--- src/rtl/spms_pkg.sv ---
package spms_pkg;

  // Fixed widths of the stream and configuration fields.
  localparam int unsigned TextByteW = 8;
  localparam int unsigned MatchW    = 32;
  localparam int unsigned CfgDataW  = 64;
  localparam int unsigned CfgIndexW = 3;
  localparam int unsigned LenW      = 6;

  // Bytes carried by one pattern word register.
  localparam int unsigned BytesPerWord = CfgDataW / TextByteW;

  // Defaults for the top-level parameters.
  localparam int unsigned MaxPatternDefault   = 32;
  localparam int unsigned PositionBitsDefault = 32;

  // Configuration register indexes.
  localparam logic [CfgIndexW-1:0] CFG_PAT_0_7   = 3'd0;
  localparam logic [CfgIndexW-1:0] CFG_PAT_8_15  = 3'd1;
  localparam logic [CfgIndexW-1:0] CFG_PAT_16_23 = 3'd2;
  localparam logic [CfgIndexW-1:0] CFG_PAT_24_31 = 3'd3;
  localparam logic [CfgIndexW-1:0] CFG_LENGTH    = 3'd4;

  // One result item.
  typedef struct packed {
    logic [MatchW-1:0] match_start;
    logic [MatchW-1:0] match_end;
  } match_t;

endpackage

--- src/rtl/spms_text_if.sv ---
interface spms_text_if import spms_pkg::*; ();
  logic                 valid;
  logic                 ready;
  logic [TextByteW-1:0] text_byte;
  logic                 new_text;

  modport source (output valid, output text_byte, output new_text, input ready);
  modport sink   (input valid, input text_byte, input new_text, output ready);
endinterface

--- src/rtl/spms_match_if.sv ---
interface spms_match_if import spms_pkg::*; ();
  logic              valid;
  logic              ready;
  logic [MatchW-1:0] match_start;
  logic [MatchW-1:0] match_end;

  modport source (output valid, output match_start, output match_end, input ready);
  modport sink   (input valid, input match_start, input match_end, output ready);
endinterface

--- src/rtl/spms_cfg_if.sv ---
interface spms_cfg_if import spms_pkg::*; ();
  logic                 valid;
  logic                 ready;
  logic [CfgIndexW-1:0] index;
  logic [CfgDataW-1:0]  data;

  modport source (output valid, output index, output data, input ready);
  modport sink   (input valid, input index, input data, output ready);
endinterface

--- src/rtl/stream_pattern_match_scanner_core.sv ---
// The text channel (text_i) carries one text byte per transfer together with
// a new_text flag that marks position zero of a fresh text. The match channel
// (match_o) carries one transfer per completed match, giving the text
// positions of its first and last byte. The configuration channel (cfg_i)
// writes the four pattern word registers and the pattern length; it is
// always ready and should only be used while no text is in flight.
//
// A text byte is taken in every cycle while the output buffer has room. Each
// byte is compared in the cycle of its transfer against the current and the
// first pattern byte; the scan loop closes through a single byte compare. A
// match is registered into the output buffer as its last byte is taken.
//
// The output side is a two-entry buffer (an output register and a skid
// register), so text keeps flowing while one match waits to be taken. When
// the receiver stalls long enough for both entries to fill, text_i.ready
// drops until an entry drains.
//
// Reset clears the scan state, the text position and the output buffer, sets
// the pattern to all zero bytes and the pattern length to one.
module stream_pattern_match_scanner_core
  import spms_pkg::*;
#(
  parameter int unsigned MAX_PATTERN   = MaxPatternDefault,
  parameter int unsigned POSITION_BITS = PositionBitsDefault
) (
  input  logic         clk_i,
  input  logic         rst_ni,
  spms_text_if.sink    text_i,
  spms_match_if.source match_o,
  spms_cfg_if.sink     cfg_i
);

  localparam int unsigned PpW = (MAX_PATTERN > 1) ? $clog2(MAX_PATTERN) : 1;
  localparam logic [LenW-1:0] MaxLen = LenW'(MAX_PATTERN);

  // Only the bytes that a scan can ever reach are stored.
  logic [TextByteW-1:0]     pat_q [MAX_PATTERN];
  logic [LenW-1:0]          len_q;

  logic                     in_match_q, in_match_d;
  logic [PpW-1:0]           pat_pos_q, pat_pos_d;
  logic [POSITION_BITS-1:0] text_pos_q, text_pos_d;
  logic [POSITION_BITS-1:0] cand_start_q, cand_start_d;

  logic                     main_v_q, skid_v_q;
  match_t                   main_q, skid_q;

  logic                     cfg_acc;
  logic                     text_acc;
  logic                     pop;
  logic                     found;
  logic [POSITION_BITS-1:0] pos;
  logic [POSITION_BITS-1:0] m_start;
  logic [POSITION_BITS-1:0] cand_base;
  logic                     in_match_base;
  logic [PpW-1:0]           pat_pos_base;
  logic [LenW-1:0]          len_eff;
  logic                     len_one;
  logic                     at_last;
  logic                     hit_first;
  logic                     hit_cur;
  match_t                   result;

  // Configuration writes; writes beyond the register list are dropped.
  assign cfg_i.ready = 1'b1;
  assign cfg_acc     = cfg_i.valid & cfg_i.ready;

  for (genvar b = 0; b < MAX_PATTERN; b++) begin : g_pat
    localparam logic [CfgIndexW-1:0] WordIdx = CfgIndexW'(b / BytesPerWord);
    localparam int unsigned          Lsb     = (b % BytesPerWord) * TextByteW;

    always_ff @(posedge clk_i or negedge rst_ni) begin
      if (!rst_ni) begin
        pat_q[b] <= '0;
      end else if (cfg_acc && cfg_i.index == WordIdx) begin
        pat_q[b] <= cfg_i.data[Lsb +: TextByteW];
      end
    end
  end

  always_ff @(posedge clk_i or negedge rst_ni) begin
    if (!rst_ni) begin
      len_q <= LenW'(1);
    end else if (cfg_acc && cfg_i.index == CFG_LENGTH) begin
      len_q <= cfg_i.data[LenW-1:0];
    end
  end

  // A length of zero acts as one, and anything past the pattern store is
  // clamped to its size.
  always_comb begin
    if (len_q == '0) begin
      len_eff = LenW'(1);
    end else if (len_q > MaxLen) begin
      len_eff = MaxLen;
    end else begin
      len_eff = len_q;
    end
  end

  assign len_one = (len_eff == LenW'(1));

  // A fresh text clears the scan before its first byte is compared.
  assign in_match_base = text_i.new_text ? 1'b0 : in_match_q;
  assign pat_pos_base  = text_i.new_text ? '0 : pat_pos_q;
  assign cand_base     = text_i.new_text ? '0 : cand_start_q;
  assign pos           = text_i.new_text ? '0 : text_pos_q;

  assign hit_first = (text_i.text_byte == pat_q[0]);
  assign hit_cur   = (text_i.text_byte == pat_q[pat_pos_base]);
  assign at_last   = (LenW'(pat_pos_base) >= (len_eff - LenW'(1)));

  // Scan step. Inside a candidate a mismatch only retries the first pattern
  // byte at the current position; it never backs up into the candidate.
  always_comb begin
    in_match_d   = in_match_base;
    pat_pos_d    = pat_pos_base;
    cand_start_d = cand_base;
    found        = 1'b0;
    m_start      = pos;
    if (!in_match_base) begin
      if (hit_first) begin
        if (len_one) begin
          found = 1'b1;
        end else begin
          in_match_d   = 1'b1;
          cand_start_d = pos;
          pat_pos_d    = PpW'(1);
        end
      end
    end else if (!hit_cur) begin
      pat_pos_d = '0;
      if (!hit_first) begin
        in_match_d = 1'b0;
      end else if (len_one) begin
        found      = 1'b1;
        in_match_d = 1'b0;
      end else begin
        cand_start_d = pos;
        pat_pos_d    = PpW'(1);
      end
    end else if (at_last) begin
      found      = 1'b1;
      m_start    = cand_base;
      pat_pos_d  = '0;
      in_match_d = 1'b0;
    end else begin
      pat_pos_d = pat_pos_base + PpW'(1);
    end
  end

  // The text position saturates at its all-ones value.
  assign text_pos_d = (pos == '1) ? pos : pos + POSITION_BITS'(1);

  assign result.match_start = MatchW'(m_start);
  assign result.match_end   = MatchW'(pos);

  assign text_i.ready = ~skid_v_q;
  assign text_acc     = text_i.valid & text_i.ready;

  always_ff @(posedge clk_i or negedge rst_ni) begin
    if (!rst_ni) begin
      in_match_q   <= 1'b0;
      pat_pos_q    <= '0;
      text_pos_q   <= '0;
      cand_start_q <= '0;
    end else if (text_acc) begin
      in_match_q   <= in_match_d;
      pat_pos_q    <= pat_pos_d;
      text_pos_q   <= text_pos_d;
      cand_start_q <= cand_start_d;
    end
  end

  // Output buffer: the output register feeds match_o; the skid register
  // catches a match that arrives while the output register is held.
  assign pop = main_v_q & match_o.ready;

  always_ff @(posedge clk_i or negedge rst_ni) begin
    if (!rst_ni) begin
      main_v_q <= 1'b0;
      skid_v_q <= 1'b0;
    end else if (pop || !main_v_q) begin
      if (skid_v_q) begin
        main_v_q <= 1'b1;
        skid_v_q <= text_acc & found;
      end else begin
        main_v_q <= text_acc & found;
      end
    end else if (text_acc && found) begin
      skid_v_q <= 1'b1;
    end
  end

  always_ff @(posedge clk_i) begin
    if (pop || !main_v_q) begin
      if (skid_v_q) begin
        main_q <= skid_q;
        skid_q <= result;
      end else begin
        main_q <= result;
      end
    end else if (text_acc && found) begin
      skid_q <= result;
    end
  end

  assign match_o.valid       = main_v_q;
  assign match_o.match_start = main_q.match_start;
  assign match_o.match_end   = main_q.match_end;

  // The skid entry is only ever filled behind a held output register.
  a_skid_behind_main : assert property (@(posedge clk_i) disable iff (!rst_ni)
    skid_v_q |-> main_v_q)
    else $error("skid register holds a match while the output register is empty");

  // Outside a candidate the pattern index rests at zero.
  a_idle_pat_pos : assert property (@(posedge clk_i) disable iff (!rst_ni)
    !in_match_q |-> (pat_pos_q == '0))
    else $error("pattern index nonzero while scanning text");

  // A byte that starts a fresh text takes position zero.
  a_new_text_pos : assert property (@(posedge clk_i) disable iff (!rst_ni)
    (text_acc && text_i.new_text) |=> (text_pos_q == POSITION_BITS'(1)))
    else $error("text position not restarted by a fresh text");

  // A full buffer stops text transfers.
  a_full_stops_text : assert property (@(posedge clk_i) disable iff (!rst_ni)
    (main_v_q && skid_v_q) |-> !text_i.ready)
    else $error("text taken while the output buffer is full");

endmodule

--- src/flat_wrapper.sv ---
// flat-port wrapper written by rule: the top's interface ports become plain ports
module stream_pattern_match_scanner_core_flat import spms_pkg::*;
#(
  parameter int unsigned MAX_PATTERN   = MaxPatternDefault,
  parameter int unsigned POSITION_BITS = PositionBitsDefault
)
  (clk_i, rst_ni, text_i_valid, text_i_text_byte, text_i_new_text, text_i_ready, match_o_valid, match_o_match_start, match_o_match_end, match_o_ready, cfg_i_valid, cfg_i_index, cfg_i_data, cfg_i_ready);
  spms_text_if text_i_i ();
  spms_match_if match_o_i ();
  spms_cfg_if cfg_i_i ();
  input  logic clk_i;
  input  logic rst_ni;
  input wire logic [$bits(text_i_i.valid)-1:0] text_i_valid;
  input wire logic [$bits(text_i_i.text_byte)-1:0] text_i_text_byte;
  input wire logic [$bits(text_i_i.new_text)-1:0] text_i_new_text;
  output wire logic [$bits(text_i_i.ready)-1:0] text_i_ready;
  output wire logic [$bits(match_o_i.valid)-1:0] match_o_valid;
  output wire logic [$bits(match_o_i.match_start)-1:0] match_o_match_start;
  output wire logic [$bits(match_o_i.match_end)-1:0] match_o_match_end;
  input wire logic [$bits(match_o_i.ready)-1:0] match_o_ready;
  input wire logic [$bits(cfg_i_i.valid)-1:0] cfg_i_valid;
  input wire logic [$bits(cfg_i_i.index)-1:0] cfg_i_index;
  input wire logic [$bits(cfg_i_i.data)-1:0] cfg_i_data;
  output wire logic [$bits(cfg_i_i.ready)-1:0] cfg_i_ready;
  assign text_i_i.valid = text_i_valid;
  assign text_i_i.text_byte = text_i_text_byte;
  assign text_i_i.new_text = text_i_new_text;
  assign text_i_ready = text_i_i.ready;
  assign match_o_valid = match_o_i.valid;
  assign match_o_match_start = match_o_i.match_start;
  assign match_o_match_end = match_o_i.match_end;
  assign match_o_i.ready = match_o_ready;
  assign cfg_i_i.valid = cfg_i_valid;
  assign cfg_i_i.index = cfg_i_index;
  assign cfg_i_i.data = cfg_i_data;
  assign cfg_i_ready = cfg_i_i.ready;
  stream_pattern_match_scanner_core #(.MAX_PATTERN(MAX_PATTERN), .POSITION_BITS(POSITION_BITS)) u_core (.clk_i(clk_i), .rst_ni(rst_ni), .text_i(text_i_i), .match_o(match_o_i), .cfg_i(cfg_i_i));
endmodule
--- config.mk ---
export PLATFORM = sky130hd
export DESIGN_NAME = stream_pattern_match_scanner_core_flat
export DESIGN_NICKNAME = d
export VERILOG_FILES = /design/src/rtl/spms_pkg.sv /design/src/rtl/spms_text_if.sv /design/src/rtl/spms_match_if.sv /design/src/rtl/spms_cfg_if.sv /design/src/rtl/stream_pattern_match_scanner_core.sv /design/src/flat_wrapper.sv
export SDC_FILE = /design/constraint.sdc
export NUM_CORES = 1
export LEC_CHECK = 0
export BUFFER_PORTS_ARGS = -buffer_cell sky130_fd_sc_hd__buf_2
export CORE_ASPECT_RATIO = 0.9
export CORE_UTILIZATION = 40
export CTS_CLUSTER_DIAMETER = 60
export DETAILED_ROUTE_END_ITERATION = 10
export PLACE_DENSITY_LB_ADDON = 0.05
export SLEW_MARGIN = 30
export SYNTH_ARGS = -nofsm -noshare
export SYNTH_HDL_FRONTEND = slang
export SYNTH_SLANG_ARGS = --single-unit
--- constraint.sdc ---
create_clock -name clk_i -period 6.09 [get_ports clk_i]
set_input_delay 0.9135 -clock clk_i [delete_from_list [all_inputs] [get_ports clk_i]]
set_output_delay 0.9135 -clock clk_i [all_outputs]
set_load 0.005 [all_outputs]
==> results of run 1 <==
[metrics by stage]
stage,setup slack (ns),utilization,hold slack [ns],power [µW]
after floorplan,0.7749,-,0.4687,4733
after global placement,0.7612,0.4364,0.4842,5092
after detailed placement,0.6989,0.4370,0.4878,5131
after CTS,1.331,0.4680,0.3916,8122
after global routing,0.9742,0.4681,0.4078,8388
final,1.242,0.4681,0.3553,8019
[worst max-delay path, delay by kind of cell]
kind                   cells  cell delay [ns]
buffers and inverters      4             1.82
AOI/OAI and AO/OA          5             1.25
and+or+nand+nor            4             1.09
[power by group through the flow]
stage          logic [µW]  registers (µW)  clock network [µW]
6_report             1250            3810                2950
5_1_grt              1380            3860                3150
4_1_cts              1270            3810                3040
3_5_place_dp         1270            3860                   0
3_3_place_gp         1240            3850                   0
2_1_floorplan         953            3780                   0
[cell type report]
| type | count | area [µm²] |
|---|---|---|
| inverter | 43 | 162.7 |
| antenna | 3 | 7.507 |
| tap | 688 | 860.8 |
| clock inverter | 21 | 100.1 |
| fill | 4817 | 27600 |
| clock buffer | 74 | 1505 |
| sequential | 462 | 12210 |
| multi-input combinational | 1108 | 8319 |
| timing repair buffer | 188 | 1130 |
[layer usage]
metal	vias to the layer above	global-route usage
met5	-	0
met4	4	0.06229
met3	95	0.03093
met2	306	0.3244
met1	7299	0.3245
li1	6554	-
[cell families (layout without fill, tap and decap cells)]
group | after synthesis | in the layout | synth area share
multiplexers | 360 | 360 | 0.1880
other | 1 | 4 | 0.0001776
XOR/XNOR | 36 | 36 | 0.01493
AND/OR/NAND/NOR | 432 | 432 | 0.09687
adder cells (fa/ha/maj) | 9 | 9 | 0.005332
buffers and inverters | 159 | 326 | 0.03217
flip-flops | 462 | 462 | 0.5778
AO/OA/AOI/OAI | 270 | 270 | 0.08472
[final timing paths]
path	slack, ns	cells past startpoint	to
max	1.24	13	u_core.match_o.match_start[9]
min	0.36	1	u_core.pat_q[80]
max reg2reg	1.47	12	u_core.match_o.match_start[9]
min reg2reg	0.50	1	u_core.pat_q[183]
max in group asynchronous	4.39	2	u_core.pat_pos_q[0]
min in group clk_i	0.50	1	u_core.pat_q[183]
[state kept, by name, indices dropped and copies added, names as in the netlist, 5 cells and up]
signal and flops:
u_core.cand_start_q 32, u_core.len_q 6, u_core.match_o.match_end 32, u_core.match_o.match_start 32, u_core.pat_pos_q 5, u_core.pat_q 256
u_core.skid_q 64, u_core.text_pos_q 32
[placed cells by master, fill, tap and decap left out, drive strengths merged, types with 3 or more instances in the layout]
cell / netlist / layout
ha: 9 / 9
nand2b: 39 / 39
nand4: 10 / 10
nand3: 47 / 47
dfrtp: 333 / 333
a221oi: 15 / 15
a31oi: 33 / 33
diode: 0 / 3
a21oi: 39 / 39
nor2: 56 / 56
and4: 3 / 3
a22oi: 6 / 6
edfxtp: 128 / 128
buf: 35 / 188
clkinv: 1 / 23
nor4: 11 / 11
mux2i: 67 / 67
xor2: 22 / 22
inv: 42 / 41
a32o: 4 / 4
nor3: 26 / 26
and2: 3 / 3
mux2: 293 / 293
clkbuf: 81 / 74
xnor2: 14 / 14
a221o: 32 / 32
nor2b: 10 / 10
o21ai: 80 / 80
or3: 15 / 15
a21o: 4 / 4
o221ai: 17 / 17
nor4bb: 3 / 3
nand2: 197 / 197
o22ai: 32 / 32
==> key figures, run 1 <==
GRT
  – GRT Residual Overflow: 0
  – GRT Overall Usage: 0.2166
  – Vias in the first global route: ~14,000
  – First-pass GRT wire length: 88.97 mm
  – Initial antenna violation count: 8
  – Pin count of the biggest net entering global routing: about 130

Worst setup path
  – Worst path arrival time: 5.13 ns
  – CP startpoint: text_i_new_text
  – Slowest cell on crit path: clkinv_2
  – Startpoint Class: input pin
  – Crit path kind: in -> reg
  – Critical path fanouts, max: between 40 and 50
  – Reg2reg start: u_core.pat_pos_q[0]
  – CP peak stage delay: approximately 0.6 ns
  – CP required: about 6.4 ns
  – Cell repeated most along the worst path: buf_4
  – Critical Path End Type: flip-flop
  – CP cell instances: buf_2 > nand2b_4 > clkinv_2 > buf_4 > a221o_1 > a21oi_1 > nor3_1 > or3_1 > a22oi_1 > nand4_2 > buf_4 > o21ai_0 > a31oi_1

Clock network
  – Clock Latency Late Sink: a little under 0.6 ns
  – Htree depth: 2
  – CTS Hold Bufs: 0
  – Clock root cell: clkbuf_16
  – Worst-path clk slew: around 0.060 ns
  – CTS Buf Count: around 50
  – Post-CTS sizing: 0
  – Setup bufs post-CTS: 0
  – CTS tree: yes
  – CTS Buffer Depth: 3
  – Clk sinks: around 460

Final layout
  – Final nets: 1,944
  – Final Non-Filler Cells: about 2,600
  – Area growth syn-to-layout: 15.03%
  – Post-route cell area: about 0.024 mm²
  – Share of post-route cells with drive strength above 1: 0.3038

Synth
  – Synth area leaders: dfrtp_1, edfxtp_1, mux2_2
  – YS warnings: 0
  – Syn Inst Count: 1,729
  – Number of synthesized flops with an enable pin: ~130
  – Biggest area consumer among synthesized cells: dfrtp_1
  – Ys async rst share: 0.7229
  – Syn_nets: between 1,500 and 2,000
  – Most numerous cell in the Yosys netlist: dfrtp_1
  – Yosys cell types: 59
  – Most used DFF post-synth: dfrtp_1
  – Syn avg cell area: around 12 µm²
  – Share of the synthesized area in the top cell type: 0.3946
  – Post-Syn Area: 0.02112 mm²
  – Seq/Total Area, Yosys: 0.5778
  – Top cells by instance count after synthesis: dfrtp_1, mux2_2, nand2_1
  – Synthesized flop and latch total: approximately 460

Timing
  – Max-slew violation count: 0
  – Min Tclk post-route: 4.848 ns
  – Final Cycle Share: 0.7960
  – RSZ-0062 raised after global routing: no
  – Clock skew: approximately 0.017 ns
  – Endpoints failing setup: 0
  – Worst slew pin tran: approximately 0.96 ns
  – Final hold vios: 0
  – Setup TNS: 0 ns
  – F_max: about 0.21 GHz
  – Slew margin rel.: 0.3614

Pwr
  – NetSw: 2065 µW
  – Max VDD drop: about 0.00027 V
  – Clock power frac: 0.368
  – P_int: between 5000 and 6000 µW
  – Sw Ratio: 0.2575
  – Seq pwr share: 0.475
  – Comb pwr share: 0.156
  – P per Cell Area: roughly 330 mW/mm²
  – Static Leak: around 0.010 µW

Detailed routing
  – Routed wl met2: between 20 and 25 mm
  – Vias: ~14,000
  – Routed met1 length: about 28 mm
  – Routed len/inst: 22.13 µm
  – Vias/cell: about 5.5
  – Final WL: 57.25 mm
  – DR top layer: met5
  – ANT nets after route: 0
  – Drt first pass iters: 5
  – DRT iter0 DRCs: 923
  – Drt drc: 0
  – Routed wl met3: approximately 2.6 mm

Floorplanning
  – Cell Rows: between 70 and 80
  – Num ports: 148
  – Die Ht: around 220 µm
  – Die Area: between 0.05 and 0.06 mm²
  – Core Area: roughly 0.052 mm²
  – Starting Density: 0.4070
  – Die width: roughly 240 µm

Placement
  – Placer Congestion: approximately 0.76
  – Post-DP Area: between 0.02 and 0.025 mm²
  – Detailed-placement wirelength estimate: about 36 mm
  – Placed cells: between 2,000 and 2,500
  – Buffers on Ports: 146

Worst hold path
  – Worst Hold Class: in -> async

Job
  – Max cap viols: 0

Outcome
  – Status: complete, no violations
Note: power is estimated with default switching activity, not from simulation.
==> run 2, diff against run 1 <==
- ABC_AREA: default -> 1
- clock period: 6.09 -> 4.5 ns (I/O delays scaled with it)
==> key figures, run 2 <==
Synth
  – Post-Synth Simple-Gate Area: 0.2902 (+0.1933)
  – Ys async rst share: 0.7229 (unchanged)
  – Syn Inst Count: 2,684 (+55%)
  – Yosys cell types: 44 (-25%)
  – Post-Syn Area: 0.02257 mm² (+6.8%)
  – Compound-Gate Fraction of Synth Area: 0.07469 (-0.01003)
  – Most used DFF post-synth: dfrtp_1
  – Synthesized flop and latch total: 462 (unchanged)
  – YS warnings: 0 (unchanged)
  – Mux contribution to synthesized area: 0 (-0.1880)
  – Seq/Total Area, Yosys: 0.5408 (-0.03704)
  – Xor-xnor portion of the synthesized cell area: 0.01630 (+0.001372)
  – Top cells by instance count after synthesis: nand2_1, nand3_1, dfrtp_1
  – Syn avg cell area: 8.407 µm² (-31%)
  – Main combinational cell family by area after synthesis: simple AND/OR/NAND/NOR gates
  – Syn_nets: 2,774 (+53%)
  – Synth area leaders: dfrtp_1, edfxtp_1, nand2_1
  – Synth Area in Adders: 0.004990 (-0.0003418)
  – Number of synthesized flops with an enable pin: 128 (unchanged)
  – Share of the synthesized area in the top cell type: 0.3693 (-0.02529)
  – Most numerous cell in the Yosys netlist: nand2_1
  – Biggest area consumer among synthesized cells: dfrtp_1

Final layout
  – Most frequent cells in the layout: nand2_1, nand3_1, dfrtp_1
  – Commonest non-fill, non-tap cell in the layout: nand2_1
  – Largest register FFs: 256 (unchanged)
  – Antenna cells: 0 (-3)
  – Top flop regs: u_core.pat_q: 256 flops, u_core.skid_q: 64 flops
  – Final nets: 2,843 (+46%)
  – Utilization after layout: 0.4585 (-0.009618)
  – Share of post-route cells with drive strength above 1: 0.1142 (-0.1896)
  – Largest Register: u_core.pat_q
  – Area growth syn-to-layout: 13.20%

GRT
  – Vias in the first global route: 18,320 (+27%)
  – Pin count of the biggest net entering global routing: 122 (-9.0%)
  – First-pass GRT wire length: 110.1 mm (+24%)
  – Initial antenna violation count: 3 (-5)
  – GRT Overall Usage: 0.2497 (+0.03307)
  – GRT Residual Overflow: 0 (unchanged)

Timing
  – RSZ-0062 raised after global routing: no
  – Min Tclk post-route: 4.012 ns
  – Clock skew: 0.01716 ns (-0.0002143 ns)
  – Final Cycle Share: 0.8916
  – Endpoints failing setup: 0 (unchanged)
  – Slew margin rel.: 0.4524 (+0.09104)
  – Max-slew violation count: 0 (unchanged)
  – Setup TNS: 0 ns (unchanged)
  – F_max: 0.2492 GHz
  – Final hold vios: 0 (unchanged)
  – Worst slew pin tran: 0.8214 ns (-0.1366 ns)
  – Hold Slack: 0.4009 ns (+0.04551 ns)

Floorplanning
  – Cell Rows: 82 (+3.8%)
  – Die width: 252.4 µm (+3.3%)
  – Starting Density: 0.4050 (-0.001924)
  – Die Area: 0.05737 mm² (+6.8%)
  – Die Ht: 227.3 µm (+3.3%)
  – Num ports: 148 (unchanged)
  – Core Area: 0.05571 mm² (+7.4%)

Worst setup path
  – CP peak stage delay: 0.69 ns (+0.09 ns)
  – Crit path kind: reg -> reg
  – Worst path arrival time: 4.36 ns (-0.77 ns)
  – Startpoint Class: flip-flop
  – Cell repeated most along the worst path: nand3_1
  – Critical Path End Type: flip-flop
  – Critical path fanouts, max: 67 (+56%)
  – CP cell instances: buf_4 > buf_4 > nand3_1 > nand3_1 > nand3_1 > nand3_1 > nand3_1 > nand3_1 > nand2_1 > nor2_1 > nand2_2 > nor2_8 > nand4_1 > and2_1
  – Slowest cell on crit path: buf_4
  – CP required: 4.85 ns (-1.53 ns)

Detailed routing
  – ANT nets after route: 0 (unchanged)
  – Vias/cell: 5.328 (-3.3%)
  – Final WL: 70.63 mm (+23%)
  – DRT iter0 DRCs: 1,900 (+110%)
  – Routed len/inst: 19.90 µm (-10%)
  – Drt drc: 0 (unchanged)
  – Vias: 18,910 (+33%)
  – Drt first pass iters: 5 (unchanged)

Pwr
  – P per Cell Area: 425.5 mW/mm² (+29%)
  – Max VDD drop: 0.0002451 V (-8.0%)
  – Static Leak: 0.01207 µW (+16%)
  – Power Total: 10,870 µW (+36%)

Clock network
  – Worst-path clk slew: 0.06 ns (about the same)
  – CTS Buf Count: 53 (+3.9%)
  – Setup bufs post-CTS: 0 (unchanged)
  – CTS Buffer Depth: 3 (unchanged)
  – Post-CTS sizing: 0 (unchanged)
  – Htree depth: 2 (unchanged)
  – Clk sinks: 462 (unchanged)
  – Clock root cell: clkbuf_16
  – CTS tree: yes
  – Clock Latency Late Sink: 0.60 ns (about the same)

Placement
  – Detailed-placement wirelength estimate: 44.98 mm (+24%)
  – Placer Congestion: 0.8816 (+15%)
  – Buffers on Ports: 146 (unchanged)

Job
  – Max cap viols: 0 (unchanged)

Worst hold path
  – Worst Hold Class: in -> reg

Outcome
  – Status: complete, no violations
## run 2: cell types whose count changed after synthesis, moves of 38 or more
cell / previous run / this run
inv_1: 41 / 174
o21ai_0: 79 / 315
mux2_2: 293 / 0
nand2_1: 197 / 803
nand3_1: 47 / 449
mux2i_1: 67 / 0
nand2b_1: 38 / 0
## run 2: power breakdown
| group | switching (µW) | internal [µW] | total [µW] |
|---|---|---|---|
| clock network | 1780 | 2550 | 4330 |
| registers | 282 | 4770 | 5060 |
| logic | 985 | 495 | 1480 |
| total | 3050 | 7820 | 10900 |
## run 2: kinds of logic (layout without fill, tap and decap cells)
family,after synthesis,in the layout
AND/OR/NAND/NOR,1476,1476
AO/OA/AOI/OAI,333,333
other,1,1
flip-flops,462,462
adder cells (fa/ha/maj),9,9
buffers and inverters,361,471
XOR/XNOR,42,42
## run 2: per-stage QoR
step	cell area [µm²]	setup slack (ns)	instances
final	25540	0.4879	3550
after global routing	25540	0.1897	3550
after floorplan	22570	0.01859	2684
after CTS	25510	0.5471	3548
after detailed placement	23790	0.3802	3452
after global placement	23790	0.4045	3452
## run 2: critical path: cells and delay by family (launching register included)
kind	cells	cell delay, ns
buffers and inverters	2	1.01
AND/OR/NAND/NOR	12	2.27
flip-flops	1	0.39
## run 2: final timing paths
kind | from | slack, ns | cells past startpoint | to
worst max register to register | u_core.pat_pos_q[0] | 0.49 | 14 | u_core.skid_q[52]
worst min-delay path | cfg_i_data[23] | 0.40 | 3 | u_core.pat_q[239]
worst max-delay path | u_core.pat_pos_q[0] | 0.49 | 14 | u_core.skid_q[52]
worst min register to register | u_core.cand_start_q[6] | 0.48 | 2 | u_core.cand_start_q[6]
max in group asynchronous | rst_ni | 2.69 | 4 | u_core.pat_q[14]
min in group asynchronous | rst_ni | 0.56 | 2 | u_core.pat_q[99]
## run 2: what timing repair did
item | in CTS | in global routing
endpoints found under the hold margin | 0 | 31
hold buffers | 0 | 1
endpoints found under the setup margin | 0 | 0
## run 2: layout make-up
cell class / count / area (µm²)
fill: 5507 / 30170
sequential: 462 / 12210
multi-input combinational: 1861 / 8770
clock buffer: 72 / 1458
timing repair buffer: 189 / 1199
tap: 756 / 945.9
inverter: 186 / 708.2
clock inverter: 24 / 259.0
## run 2: metal layers
| layer | part of all wire | global-route usage | vias up |
|---|---|---|---|
| met5 | 0.00018 | 0 | - |
| met4 | 0.018 | 0.05943 | 2 |
| met3 | 0.071 | 0.03990 | 94 |
| met2 | 0.42 | 0.3617 | 641 |
| met1 | 0.49 | 0.3866 | 9165 |
| li1 | - | - | 9011 |
